<file path="config.mk">
export PLATFORM = sky130hd
export DESIGN_NAME = stu_fifo
export DESIGN_NICKNAME = d
export VERILOG_FILES = /design/src/sv/stu_fifo.sv
export SDC_FILE = /design/constraint.sdc
export NUM_CORES = 1
export LEC_CHECK = 0
export ABC_AREA = 1
export BUFFER_PORTS_ARGS = -buffer_cell sky130_fd_sc_hd__buf_2
export CAP_MARGIN = 10
export CORE_ASPECT_RATIO = 1.2
export CORE_MARGIN = 5
export CORE_UTILIZATION = 54
export DETAILED_ROUTE_END_ITERATION = 7
export GPL_TIMING_DRIVEN = 0
export PLACE_DENSITY = 0.92
export SLEW_MARGIN = 10
export SYNTH_ARGS = -nofsm -noshare
export SYNTH_HDL_FRONTEND = slang
export SYNTH_SLANG_ARGS = --single-unit
</file>
<file path="constraint.sdc">
create_clock -name clk -period 2.41 [get_ports clk]
set_clock_uncertainty 0.1 [all_clocks]
set_input_delay 0.1205 -clock clk [delete_from_list [all_inputs] [get_ports clk]]
set_output_delay 0.1205 -clock clk [all_outputs]
set_load 0.01 [all_outputs]
</file>
<file path="src/sv/stu_fifo.sv">
`default_nettype none
module stu_fifo #(
  parameter int W = 8
) (
  input  wire logic         clk,
  input  wire logic         rst_n,
  input  wire logic [W-1:0] push_data,
  input  wire logic         push_valid,
  output logic              push_ready,
  output logic [W-1:0]      pop_data,
  output logic              pop_valid,
  input  wire logic         pop_ready
);

  logic [W-1:0] mem_r [2];
  logic         wptr_r, rptr_r;
  logic [1:0]   count_r;
  logic         push, pop;

  assign push_ready = (count_r != 2'd2);
  assign pop_valid = (count_r != 2'd0);
  assign pop_data = mem_r[rptr_r];
  assign push = push_valid && push_ready;
  assign pop = pop_valid && pop_ready;

  always_ff @(posedge clk) begin
    if (push) begin
      mem_r[wptr_r] <= push_data;
    end
    if (!rst_n) begin
      wptr_r <= 1'b0;
      rptr_r <= 1'b0;
      count_r <= 2'd0;
    end else begin
      if (push) begin
        wptr_r <= ~wptr_r;
      end
      if (pop) begin
        rptr_r <= ~rptr_r;
      end
      count_r <= count_r + {1'b0, push} - {1'b0, pop};
    end
  end

endmodule
`default_nettype wire

</file>
== After elaboration in Yosys (flattened, before gate mapping) ==
Memory sizes are Yosys's and may differ from the RTL's. A register that Yosys moved wholly into a read port is not among the register bits.
Cells that the tools add are included.
Word-level totals
  logic and storage cells: 16
  RAM bits: 16
  register bits: 4
  bits of input ports: 12
  output and inout port bits: 10
  memories kept: 1
Cells by class
  mux-type cells: 4
  bitwise gates (word level): 2
  reduce and logical (&&, ||, !) cells: 3
  eq/ne operators: 1
  add/subtract/negate cells: 2
Memories
  mem_r: depth 2, bits a word 8, read ports 1, clocked after memory_dff 1, wr ports 1, line 15  | logic [W-1:0] mem_r [2];
Operator list (count)
  1-bit two-way mux: 4
  2-bit by 1-bit adder with 2-bit output: 1
  1-bit logical AND: 2
  2-bit != test, second input constant: 1
  1-bit inverter: 2
  2-bit nonzero test: 1
  2-bit by 1-bit subtractor with 2-bit output: 1

== Depth between registers and ports, before layout ==
  depth in word-level cells: 4
  gate-level depth with buffers: 11
  depth with buffers taken out: 11

== Worst setup path after synthesis ==
OpenSTA, ideal clock, no wires.
  path kind: reg-to-reg
  start point: register count_r[0]
  end point: register count_r[1]
  required time: 2.195 ns
  path buffers: 0
  slack: 0.861 ns
  arrival: 1.334 ns
  period minus slack after synthesis: 1.549 ns
  stages on the path, launching flop included: 11
  setup time: 0.115 ns
  path through: dfxtp_1 > inv_1 > nand2_2 > nand2_1 > ha_1 > inv_1 > ha_1 > inv_1 > nand2_1 > a21oi_1 > nor2_1
On the way
  longest elaborated chain between the ends: 4
  elaborated cells between the ends (all ways): 6
  classes of those cells: add/sub: 2; eq/ne: 1; reduce/logical: 3
RTL lines
  start: declaration: line 17  | logic [1:0] count_r;
  start signal: assignment: line 41  | count_r <= count_r + {1'b0, push} - {1'b0, pop};
  2-bit != test: line 20  | assign push_ready = (count_r != 2'd2);
  named net push_ready: line 9  | output logic push_ready,
  1-bit logical AND: line 23  | assign push = push_valid && push_ready;
  2-bit by 1-bit adder with 2-bit output: line 41
  2-bit by 1-bit subtractor with 2-bit output: line 41
The timed path passes the listed nets, and every way through them passes these cells.
A chain may end at the register's enable or synchronous reset.

== Final worst setup path ==
  start point: register count_r[0]
  end point: memory mem_r[0][0] (enable)
On the way
  longest elaborated chain between the ends: 4
RTL lines
  2-bit != test: line 20
  1-bit logical AND: line 23
  1-bit two-way mux: line 27  | if (push) begin
  1-bit two-way mux (not written as such): line 28  | mem_r[wptr_r] <= push_data;
  end: declaration: line 15
No other way between the ends.

==> impl_metrics.ini <==
[status]
run_status = completed

[critical_path]
cp-startpoint = count_r[0]
reg2reg_from = count_r[0]
path_delay_family = simple AND/OR/NAND/NOR gates
setup.worst_path.start_class = register
cp_data_arrival_time_ns = 1.46
critical_path.cell_chain = inv_1 -> nand2_2 -> nand2_1 -> nor2_1
critical_path.endpoint_type = register
worstRegToRegCells = 4
timing.critical_path.required_ns = 2.24
critical_path.max_fanout = 8
critical_path_buffer_and_inverter_count = 1
setup.worst_path.end = mem_r[0][0]
timing.setup.critical_path_class = reg2reg
slowest_delay_ns = 0.53
r2r_end = mem_r[0][0]
timing.critical_path.depth = 4
slowest_stage = sky130_fd_sc_hd__nor2_1
timing.reg2reg.setup_slack_ns = 0.78

[sta]
totalNegativeSetupSlack_ns = 0
maxSlewViolCount = 0
hold_viol_final = 0
maxClockFrequency_mhz = 614
worstMarginPinSlew_ns = 0.677
timing.final.setup_violations = 0
grt_setup_unrepaired = no
layout_setup_ws_ns = 0.782
relSlewSlack_pct = 54.7
min_period_over_period_pct = 67.5
period_needed_ns = 1.63

[floorplan]
floorplan.io_pins = 22
number_of_placement_rows = 16
design.core.area_um2 = 1580
dieHeight_um = 54.0
initial_utilization_pct = 55.1
design.die.area_um2 = 2520
die_w_um = 46.7

[yosys]
synth_area_per_cell_um2 = 14.3
synth_area_um2 = 872
synth-seq-cells = 21
postSynthCellCount = 61
synth_cell_types = 14
synthesis.nets = 75
synth.yosys.seq_area_share_pct = 66.6
synth.yosys.warnings = 0

[power]
p_leak_uw = 0.000491
vdd_drop_max_mv = 0.589
cellPowerDensity_nw_per_um2 = 924

[final_layout]
most-common-layout-cells = sky130_fd_sc_hd__buf_2, sky130_fd_sc_hd__edfxtp_1, sky130_fd_sc_hd__dlygate4sd3_1, sky130_fd_sc_hd__mux2_4
fillers = 113
postLayoutCellArea_um2 = 1120
final_nets = 110
synthToLayoutAreaGrowth_pct = 28.0
final_common_cell = sky130_fd_sc_hd__buf_2
diodes = 0
drive_above_1_share_pct = 40.0

[clock_tree]
post_cts_resized = 0
holdBufCountCts = 9
clkSlewWorstSetupHoldPaths_ns = 0.11
clock_latency_ns = 0.29
clockBufferDepth = 2
clock_tree.htree_level_count = 1
cts_made_buffers = 3
clk_root_buffer_cell = sky130_fd_sc_hd__clkbuf_4
clkSinkCount = 21
clock_tree_from_tritoncts = yes
cts_setup_buffers = 0

[grt]
grt_max_degree = 12
globalRoute.totalOverflow = 0
via_count_of_the_first_global_routing_pass = 529
grt_util_all_layers_pct = 12.7
antenna_found_initial = 0
grt_pass1_wl_um = 2180

[route]
total_vias_in_the_final_route = 544
routed_wl_um = 1420
route.detailed.drc = 0
drt_iter0_markers = 8
drt_pre_antenna_iters = 4
avgRoutedWirePerCell_um = 12.5
antenna_violating_nets_post_route = 0
detail_route.vias_per_cell = 4.81

[placement]
post_dp_cell_area_um2 = 1000
detailedPlace.worstSlack_ns = 0.770
routabilityCongestion = 0.690
io_buffer_count = 21

[hold_path]
min-delay-path-class = in2reg

[flow_run]
cap_viol_max_count = 0
==> metrics by stage <==
step	utilization [%]	hold WS (ns)	instances	power [uW]
2_1_floorplan	-	0.114	61	771
3_3_place_gp	63.2	0.210	100	862
3_5_place_dp	63.2	0.216	100	879
4_1_cts	70.6	0.0100	113	1050
5_1_grt	70.6	0.0259	113	1110
6_report	70.6	0.0158	113	1030
==> power by group <==
group          total [uW]  internal, uW  switching (uW)
Clock                 158          64.3            94.0
Sequential            499           464            34.9
Combinational         373           183             190
Total                1030           712             319
==> final cells by class <==
cell class | count | area [um^2] | area share (%)
inverter | 7 | 26.3 | 2.35
sequential | 21 | 581 | 52.0
clock buffer | 4 | 26.3 | 2.35
buffer | 1 | 11.3 | 1.01
tap | 18 | 22.5 | 2.02
timing repair buffer | 30 | 195 | 17.5
multi-input combinational | 32 | 254 | 22.8
==> state kept, by name, summed over array words and instances, names as in the netlist, named ones only <==
| register | flops |
|---|---|
| rptr_r | 1 |
| wptr_r | 1 |
| mem_r | 16 |
| count_r | 2 |
==> cell usage after synthesis <==
cell type | n | area [um^2]
sky130_fd_sc_hd__ha_1 | 2 | 25.0
sky130_fd_sc_hd__nor2_4 | 1 | 11.3
sky130_fd_sc_hd__buf_6 | 1 | 11.3
sky130_fd_sc_hd__nand3_2 | 1 | 10.0
sky130_fd_sc_hd__nor2_1 | 6 | 22.5
sky130_fd_sc_hd__nand3_1 | 2 | 10.0
sky130_fd_sc_hd__a21oi_1 | 2 | 10.0
sky130_fd_sc_hd__edfxtp_1 | 16 | 480
sky130_fd_sc_hd__dfxtp_1 | 5 | 100
sky130_fd_sc_hd__nand2_2 | 2 | 12.5
sky130_fd_sc_hd__nor2_2 | 1 | 6.26
sky130_fd_sc_hd__mux2_4 | 8 | 120
sky130_fd_sc_hd__inv_1 | 7 | 26.3
sky130_fd_sc_hd__nand2_1 | 7 | 26.3
==> worst min path at each step <==
stage,startpoint,endpoint,cells after the start
2_1_floorplan,rst_n,count_r[0],2
3_3_place_gp,push_data[1],mem_r[1][1],1
3_5_place_dp,push_data[7],mem_r[1][7],1
4_1_cts,push_valid,wptr_r,3
5_1_grt,push_valid,wptr_r,3
6_report,push_valid,wptr_r,3
==> logic make-up after synthesis <==
logic type	synth area share [%]
compound gates	1.15
mux	13.8
simple gates	11.3
buf+inv	4.30
flops	66.6
fa+ha+maj	2.87
==> routing by layer <==
| layer | routed length (um) | track usage [%] | part of all wire, % | up-vias |
|---|---|---|---|---|
| met3 | 100 | 3.01 | 7.1 | 2 |
| met4 | 12 | 6.91 | 0.85 | 0 |
| met5 | 0 | 0 | 0 | - |
| li1 | - | - | - | 282 |
| met2 | 730 | 21.1 | 52 | 17 |
| met1 | 571 | 14.9 | 40 | 243 |
==> tightest hold or removal path, delay by kind of cell <==
| kind | cells | cell delay (ns) |
|---|---|---|
| AOI/OAI and AO/OA | 1 | 0.06 |
| buffers and inverters | 1 | 0.10 |
| and+or+nand+nor | 1 | 0.09 |
(Power assumes the default switching activity.)
