## config.mk

```make
export PLATFORM = sky130hd
export DESIGN_NAME = stu_back
export DESIGN_NICKNAME = d
export VERILOG_FILES = /design/src/sv/stu_pkg.sv /design/src/sv/stu_back.sv
export SDC_FILE = /design/constraint.sdc
export NUM_CORES = 2
export LEC_CHECK = 0
export ABC_AREA = 1
export BUFFER_PORTS_ARGS = -buffer_cell sky130_fd_sc_hd__buf_2
export CORE_ASPECT_RATIO = 1.75
export CORE_MARGIN = 5
export CORE_UTILIZATION = 55
export CTS_BUF_LIST = sky130_fd_sc_hd__clkbuf_16
export DETAILED_ROUTE_END_ITERATION = 8
export HOLD_SLACK_MARGIN = 0.15
export PLACE_DENSITY = 0.74
export SLEW_MARGIN = 40
export SYNTH_ARGS = -nofsm -noshare
export SYNTH_HDL_FRONTEND = slang
export SYNTH_SLANG_ARGS = --single-unit
```

## constraint.sdc

```tcl
create_clock -name clk -period 62.3 [get_ports clk]
set_input_delay 9.345 -clock clk [delete_from_list [all_inputs] [get_ports clk]]
set_output_delay 9.345 -clock clk [all_outputs]
set_load 0.1 [all_outputs]
```

## src/sv/stu_pkg.sv

```systemverilog
`default_nettype none
package stu_pkg;

  localparam int CW = 16;
  localparam int ZW = 15;
  localparam int IW = 8;
  localparam int PW = 12;
  localparam int SPEED = 4;
  localparam int ROT_SHIFT = 6;
  localparam int ROT_STEPS = 2;
  localparam int DIV_STAGES = CW;

  localparam logic [1:0] CFG_WIDTH = 2'd0;
  localparam logic [1:0] CFG_HEIGHT = 2'd1;
  localparam logic [1:0] CFG_CLOCKWISE = 2'd2;

  typedef struct packed {
    logic [PW-1:0] width;
    logic [PW-1:0] height;
    logic          clockwise;
  } cfg_t;

  typedef struct packed {
    logic [IW-1:0]        idx;
    logic                 oob;
    logic signed [CW-1:0] x;
    logic signed [CW-1:0] y;
    logic [ZW-1:0]        z;
    logic signed [CW-1:0] sx;
    logic signed [CW-1:0] sy;
  } job_t;

  typedef struct packed {
    logic                 en;
    logic [IW-1:0]        idx;
    logic signed [CW-1:0] x;
    logic signed [CW-1:0] y;
    logic [ZW-1:0]        z;
  } wb_t;

endpackage
`default_nettype wire

```

## src/sv/stu_back.sv

```systemverilog
`default_nettype none
module stu_back #(
  parameter int MAX_DEPTH = 500
) (
  input  wire logic                   clk,
  input  wire logic                   rst_n,
  input  wire stu_pkg::cfg_t          cfg,
  input  wire stu_pkg::job_t          job,
  input  wire logic                   job_valid,
  output logic                        job_ready,
  output logic                        out_valid,
  input  wire logic                   out_ready,
  output logic [stu_pkg::PW-1:0]      pixel_x,
  output logic [stu_pkg::PW-1:0]      pixel_y,
  output logic                        visible,
  output stu_pkg::wb_t                wb
);

  localparam int NS = stu_pkg::DIV_STAGES;
  localparam int CW = stu_pkg::CW;
  localparam int ZW = stu_pkg::ZW;

  logic              v_r [NS+1];
  stu_pkg::job_t     p_r [NS+1];
  logic [CW-1:0]     nx_r [NS+1];
  logic [CW-1:0]     ny_r [NS+1];
  logic [ZW-1:0]     rx_r [NS+1];
  logic [ZW-1:0]     ry_r [NS+1];
  logic              en;

  logic signed [CW+1:0] qx, qy, px, py;
  logic                 off, vis;

  function automatic logic [ZW+CW-1:0] dstep(input logic [ZW-1:0] r, input logic [CW-1:0] n,
                                             input logic [ZW-1:0] d);
    logic [ZW:0]   t;
    logic [ZW-1:0] nr;
    logic          qb;
    t = {r, n[CW-1]};
    qb = (t >= {1'b0, d});
    nr = qb ? ZW'(t - {1'b0, d}) : t[ZW-1:0];
    return {nr, n[CW-2:0], qb};
  endfunction

  assign en = !out_valid || out_ready;
  assign job_ready = en;

  always_ff @(posedge clk) begin
    if (en) begin
      p_r[0] <= job;
      nx_r[0] <= job.x[CW-1] ? CW'(-job.x) : CW'(job.x);
      ny_r[0] <= job.y[CW-1] ? CW'(-job.y) : CW'(job.y);
      rx_r[0] <= '0;
      ry_r[0] <= '0;
      for (int s = 1; s <= NS; s++) begin
        p_r[s] <= p_r[s-1];
        {rx_r[s], nx_r[s]} <= dstep(rx_r[s-1], nx_r[s-1], p_r[s-1].z);
        {ry_r[s], ny_r[s]} <= dstep(ry_r[s-1], ny_r[s-1], p_r[s-1].z);
      end
      pixel_x <= vis ? px[stu_pkg::PW-1:0] : '0;
      pixel_y <= vis ? py[stu_pkg::PW-1:0] : '0;
      visible <= vis;
    end
    if (!rst_n) begin
      for (int s = 0; s <= NS; s++) begin
        v_r[s] <= 1'b0;
      end
      out_valid <= 1'b0;
    end else if (en) begin
      v_r[0] <= job_valid;
      for (int s = 1; s <= NS; s++) begin
        v_r[s] <= v_r[s-1];
      end
      out_valid <= v_r[NS];
    end
  end

  always_comb begin
    qx = p_r[NS].x[CW-1] ? -$signed({2'b00, nx_r[NS]}) : $signed({2'b00, nx_r[NS]});
    qy = p_r[NS].y[CW-1] ? -$signed({2'b00, ny_r[NS]}) : $signed({2'b00, ny_r[NS]});
    px = qx + $signed({7'b0, cfg.width[stu_pkg::PW-1:1]});
    py = qy + $signed({7'b0, cfg.height[stu_pkg::PW-1:1]});
    off = px[CW+1] || (px >= $signed({6'b0, cfg.width})) ||
          py[CW+1] || (py >= $signed({6'b0, cfg.height}));
    vis = !p_r[NS].oob && !off;
    wb.en = en && v_r[NS] && !p_r[NS].oob;
    wb.idx = p_r[NS].idx;
    wb.x = off ? p_r[NS].sx : p_r[NS].x;
    wb.y = off ? p_r[NS].sy : p_r[NS].y;
    wb.z = off ? ZW'(MAX_DEPTH) : p_r[NS].z;
  end

endmodule
`default_nettype wire

```

# --- Yosys cells after proc, flatten, opt, wreduce, memory -nomap -nowiden ---
# Memories as Yosys holds them, arrays and structs flattened.
# Cells that the tools add are included.
op_classes:
  order_cmp: 34
  n_mux: 59
  addsub: 36
  bitwise_logic: 17
  n_reduce_logical: 10
ops:
  columns: ["cell", "n"]
  rows:
  - ["16-bit by 15-bit greater-or-equal comparator with 1-bit output", 30]
  - ["15-bit 2-to-1 mux", 31]
  - ["15-bit subtractor", 28]
  - ["18-bit by 12-bit adder with 18-bit output", 2]
  - ["18-bit by 13-bit greater-or-equal comparator with 1-bit output", 2]
  - ["18-bit 2-to-1 mux", 2]
  - ["16-bit negator with 18-bit output", 2]
  - ["16-bit 2-to-1 mux", 2]
  - ["16-bit negator", 2]
  - ["1-bit by 15-bit greater-or-equal comparator with 1-bit output", 2]
  - ["1-bit by 15-bit subtractor with 15-bit output", 2]
  - ["1-bit 2-to-1 mux", 24]
  - ["1-bit bitwise OR", 17]
  - ["1-bit logical OR", 4]
  - ["1-bit logical AND", 3]
  - ["1-bit zero test", 3]
word_totals:
  memories: 2
  reg_bits: 1020
  inputBits: 117
  mem_bits_rw: 1513
  out_inout_bits: 83
memory_table:
  columns: ["memory", "depth", "word_bits", "read_ports", "rd_clocked_by_memory_dff", "write_ports", "line", "rtl"]
  rows:
  - ["p_r", 17, 88, 17, 0, 17, "stu_back.sv:24", "stu_pkg::job_t p_r [NS+1];"]
  - ["v_r", 17, 1, 17, 0, 17, "stu_back.sv:23", "logic v_r [NS+1];"]

# --- Logic depth before layout (Yosys ltp) ---
depth:
  ltp_word: 9
  ltp_mapped: 30

# --- Worst setup path after synthesis ---
# Ideal clock, no wire load.
synth_path:
  path_type: "input -> register"
  start: "in out_ready"
  end: "mem v_r[10][0] (netlist: v_r[0][10]) (data pin)"
  arrival_ns: 67.709
  n_path_buf: 1
  required_time_ns: 62.152
  setup_slack_ns: -5.558
  stages: 5
  cell_sequence: "nor2_1 -> inv_1 -> nand2_1 -> clkbuf_1 -> nor2_1"
synth_lines:
  columns: ["item", "line", "rtl"]
  rows:
  - ["from (decl)", "stu_back.sv:12", "input wire logic out_ready,"]
  - ["to (decl)", "stu_back.sv:23", null]

==> run metrics <==
run status finished, final reports clean; proportion of synthesized chip area in sequential cells 72.6%; setup repair after global routing missed its margin false; Post-synth EDFFs 2500; Detail Route Antenna Nets 0; Die X-Extent roughly 340 um; GRT Overall Usage roughly a quarter; maximum clock path buffer count 4; Mapped Area approximately 100000 sq um; hold_sp nx_r[169]$_DFFE_PN_; count of unique library cells instantiated by Yosys 57; Psw roughly 0.0014 W; TNS Setup 0 ns; relative area change from synthesis to final layout 11.6%; launching element of the worst setup path cfg[2]; worst ir drop on vdd between 0.02 and 0.03 mV; average wire per standard cell around 22 um; count of nets after finishing between 8000 and 9000; minimum setup slack after placement approximately 39 ns; syn_area_per_cell 14.0 sq um; crit-path leading delay family simple AND/OR/NAND/NOR gates; kind of capture point of the worst setup path primary output; starting DRC count in detailed routing ~3500; maximum achievable frequency about 0.043 GHz; number of hold buffers added after cts 0; number of clock sinks 2501; Setup CP Type input pin to primary output; critical path startpoint category input pin; crit-path cells buf_2 > ha_1 > inv_1 > fa_1 > inv_1 > a21oi_1 > o21bai_1 > xor2_1 > inv_1 > ha_1 > nand2_1 > nor2_1 > nand2_1 > o21ai_0 > nor2_1 > a21oi_1 > nor2_1 > nand3_1 > nor2_1 > nand2_2 > nor2_8 > nand3_1 > nand2_1 > buf_2; hold crit path type register to register; Worst Max-Slew Pin Slew approximately 1 ns; CTS buffer count approximately 220; final hold vios 0; CTS tree yes; number of antenna violations at the first check in global routing 12; Worst Path Arrival approximately 14 ns; final weighted congestion in routability-driven placement about 0.98; Clock H-tree levels 4; layout cells sized above 1 under 10%; port buffer count approximately 200; number of cells produced by synthesis 7364; Core Rows 210; Post-DP HPWL 164000 um; smallest setup slack after layout around 39 ns; detailed-routing iteration count for the pre-antenna-repair pass 5; total global routing overflow 0; vias after detailed routing ~56000; time the worst path needs with I/O delays and setup around 23 ns; DRC violations left 0; async set-reset flop share out of synthesis 0%; number of buffers inserted to repair setup after CTS 0; cell-internal power between 0.003 and 0.004 W; Top Ports 200; Critical Path Fanout Max 33; number of buffer and inverter instances along the worst setup path 5; Die Footprint 197000 sq um; worst-skew pair later-pin latency roughly 0.9 ns; number of failing setup endpoints in the final timing report 0; vias per inst between 5 and 6; first-pass GRT wire length about 350000 um; number of synthesized register bits 2501; top library cells by usage in the layout, fill and taps aside sky130_fd_sc_hd__edfxtp_1 (2500), sky130_fd_sc_hd__a21oi_1 (781), sky130_fd_sc_hd__inv_1 (774); origin of the critical flop-to-flop path p_r[0][1470]$_DFFE_PN_; total count of max-transition violations in the final report 0; Switching Fraction just under 30%; reported leakage power about 48 nW; post-route fraction of the period consumed by the critical path about 37%; via count of the first global-routing pass between 50000 and 60000; slowest stage delay, CP between 0.6 and 0.7 ns; post-CTS sizing 0; data required time of the worst path between 50 and 60 ns; worst clock skew on the final layout slightly below 0.08 ns; area of the core region 187000 sq um; relative contribution of the clock network to total power 30.6%; part of the total power dissipated in combinational logic between 20% and 30%; proportion of power drawn by flip-flops and latches 46.8%; worst-path cell with the longest stage delay sky130_fd_sc_hd__nor2_8; leading cell type in the layout, fill and taps excluded sky130_fd_sc_hd__edfxtp_1; worst-case headroom to the max-slew limit between 30% and 40%; max-cap violations 0; vertical die dimension slightly below 600 um; most frequent cell on the critical path sky130_fd_sc_hd__nor2_1; synthesis warning total 0; clock-pin transition on the worst setup and hold timing paths roughly 0.070 ns; net count after synthesis roughly 8000; initial core utilization a little under three fifths; root cell of the clock tree sky130_fd_sc_hd__clkbuf_16; PwrDens between 40 and 50 nW/um^2; largest net degree at the start of global routing around 180; Primary FF master, synth sky130_fd_sc_hd__edfxtp_1; routed wire length roughly 230000 um
==> state kept, by name, summed over array words and instances, names as in the netlist <==
signal / count
p_r: 1466
nx_r: 271
ny_r: 271
rx_r: 225
ry_r: 225
v_r: 17
pixel_x: 12
pixel_y: 12
out_valid: 1
visible: 1
==> logic make-up after synthesis <==
kind of cell / synth area share (%)
AND/OR/NAND/NOR: 7.38
XOR/XNOR: 3.46
multiplexers: 0.0109
AO/OA/AOI/OAI: 6.56
adder cells (fa/ha/maj): 6.69
flip-flops: 72.6
buffers and inverters: 3.27
==> power groups by stage <==
stage	Sequential, W	Clock [W]	Combinational [W]
global route	0.00223	0.00155	0.00118
CTS	0.00221	0.00147	0.00107
detailed placement	0.00224	0	0.00106
floorplan	0.00220	0	0.000749
finish	0.00221	0.00144	0.00106
global placement	0.00223	0	0.00104
==> synthesized netlist by cell type, drive strengths merged, types with 15 or more instances <==
cell type  instances  area [sq um]
edfxtp          2500         75100
a21oi            781          3910
nand2            779          2970
inv              749          2810
nor2             720          2910
ha               505          6320
xor2             257          2250
o21ai            253          1280
nand3            160           853
xnor2            152          1330
buf               88           478
a21boi            83           623
nor3              63           315
o31ai             34           255
fa                30           601
nand4             30           188
clkbuf            25          93.8
nor4              19           119
a31oi             17           106
a21o              15           113
==> per-layer routing <==
metal  up-vias  global-route usage, %  share of wire (%)  routed length (um)
li1      27100                      -                  -                   -
met1     26900                   20.1                 29               68000
met2      1400                   47.3                 58              134000
met3       676                   2.64                3.0                7100
met4         8                   19.3                 10               23700
met5         -                      0              0.022                  51
==> through the flow <==
| stage | std cells | total power, W | hold WS [ns] | utilization (%) | cell area [sq um] |
|---|---|---|---|---|---|
| final | 10400 | 0.00471 | 0.358 | 61.7 | 115000 |
| after global routing | 10400 | 0.00495 | 0.357 | 61.7 | 115000 |
| after CTS | 10400 | 0.00475 | 0.345 | 61.6 | 115000 |
| after detailed placement | 9966 | 0.00329 | 0.405 | 57.5 | 108000 |
| after global placement | 9963 | 0.00326 | 0.400 | 57.5 | 107000 |
| after floorplan | 7364 | 0.00295 | 0.400 | - | 103000 |
==> path summary, 6_finish.rpt <==
path,endpoint,slack [ns],depth (start not counted)
setup / recovery,wb[43],39.09,24
hold / removal,nx_r[154]$_DFFE_PN_,0.36,0
setup reg to reg,pixel_x[10]$_SDFFCE_PN0N_,56.28,23
hold reg to reg,nx_r[154]$_DFFE_PN_,0.36,0
==> final cells by class <==
class                      count  area, sq um
antenna                       30         75.1
clock buffer                 222         5560
clock inverter               179         2090
fill                       13800        71700
inverter                     749         2820
multi-input combinational   4001        25000
sequential                  2501        75100
tap                         2438         3050
timing repair buffer         278         1740
No activity file was read; power rests on OpenSTA's default activity.
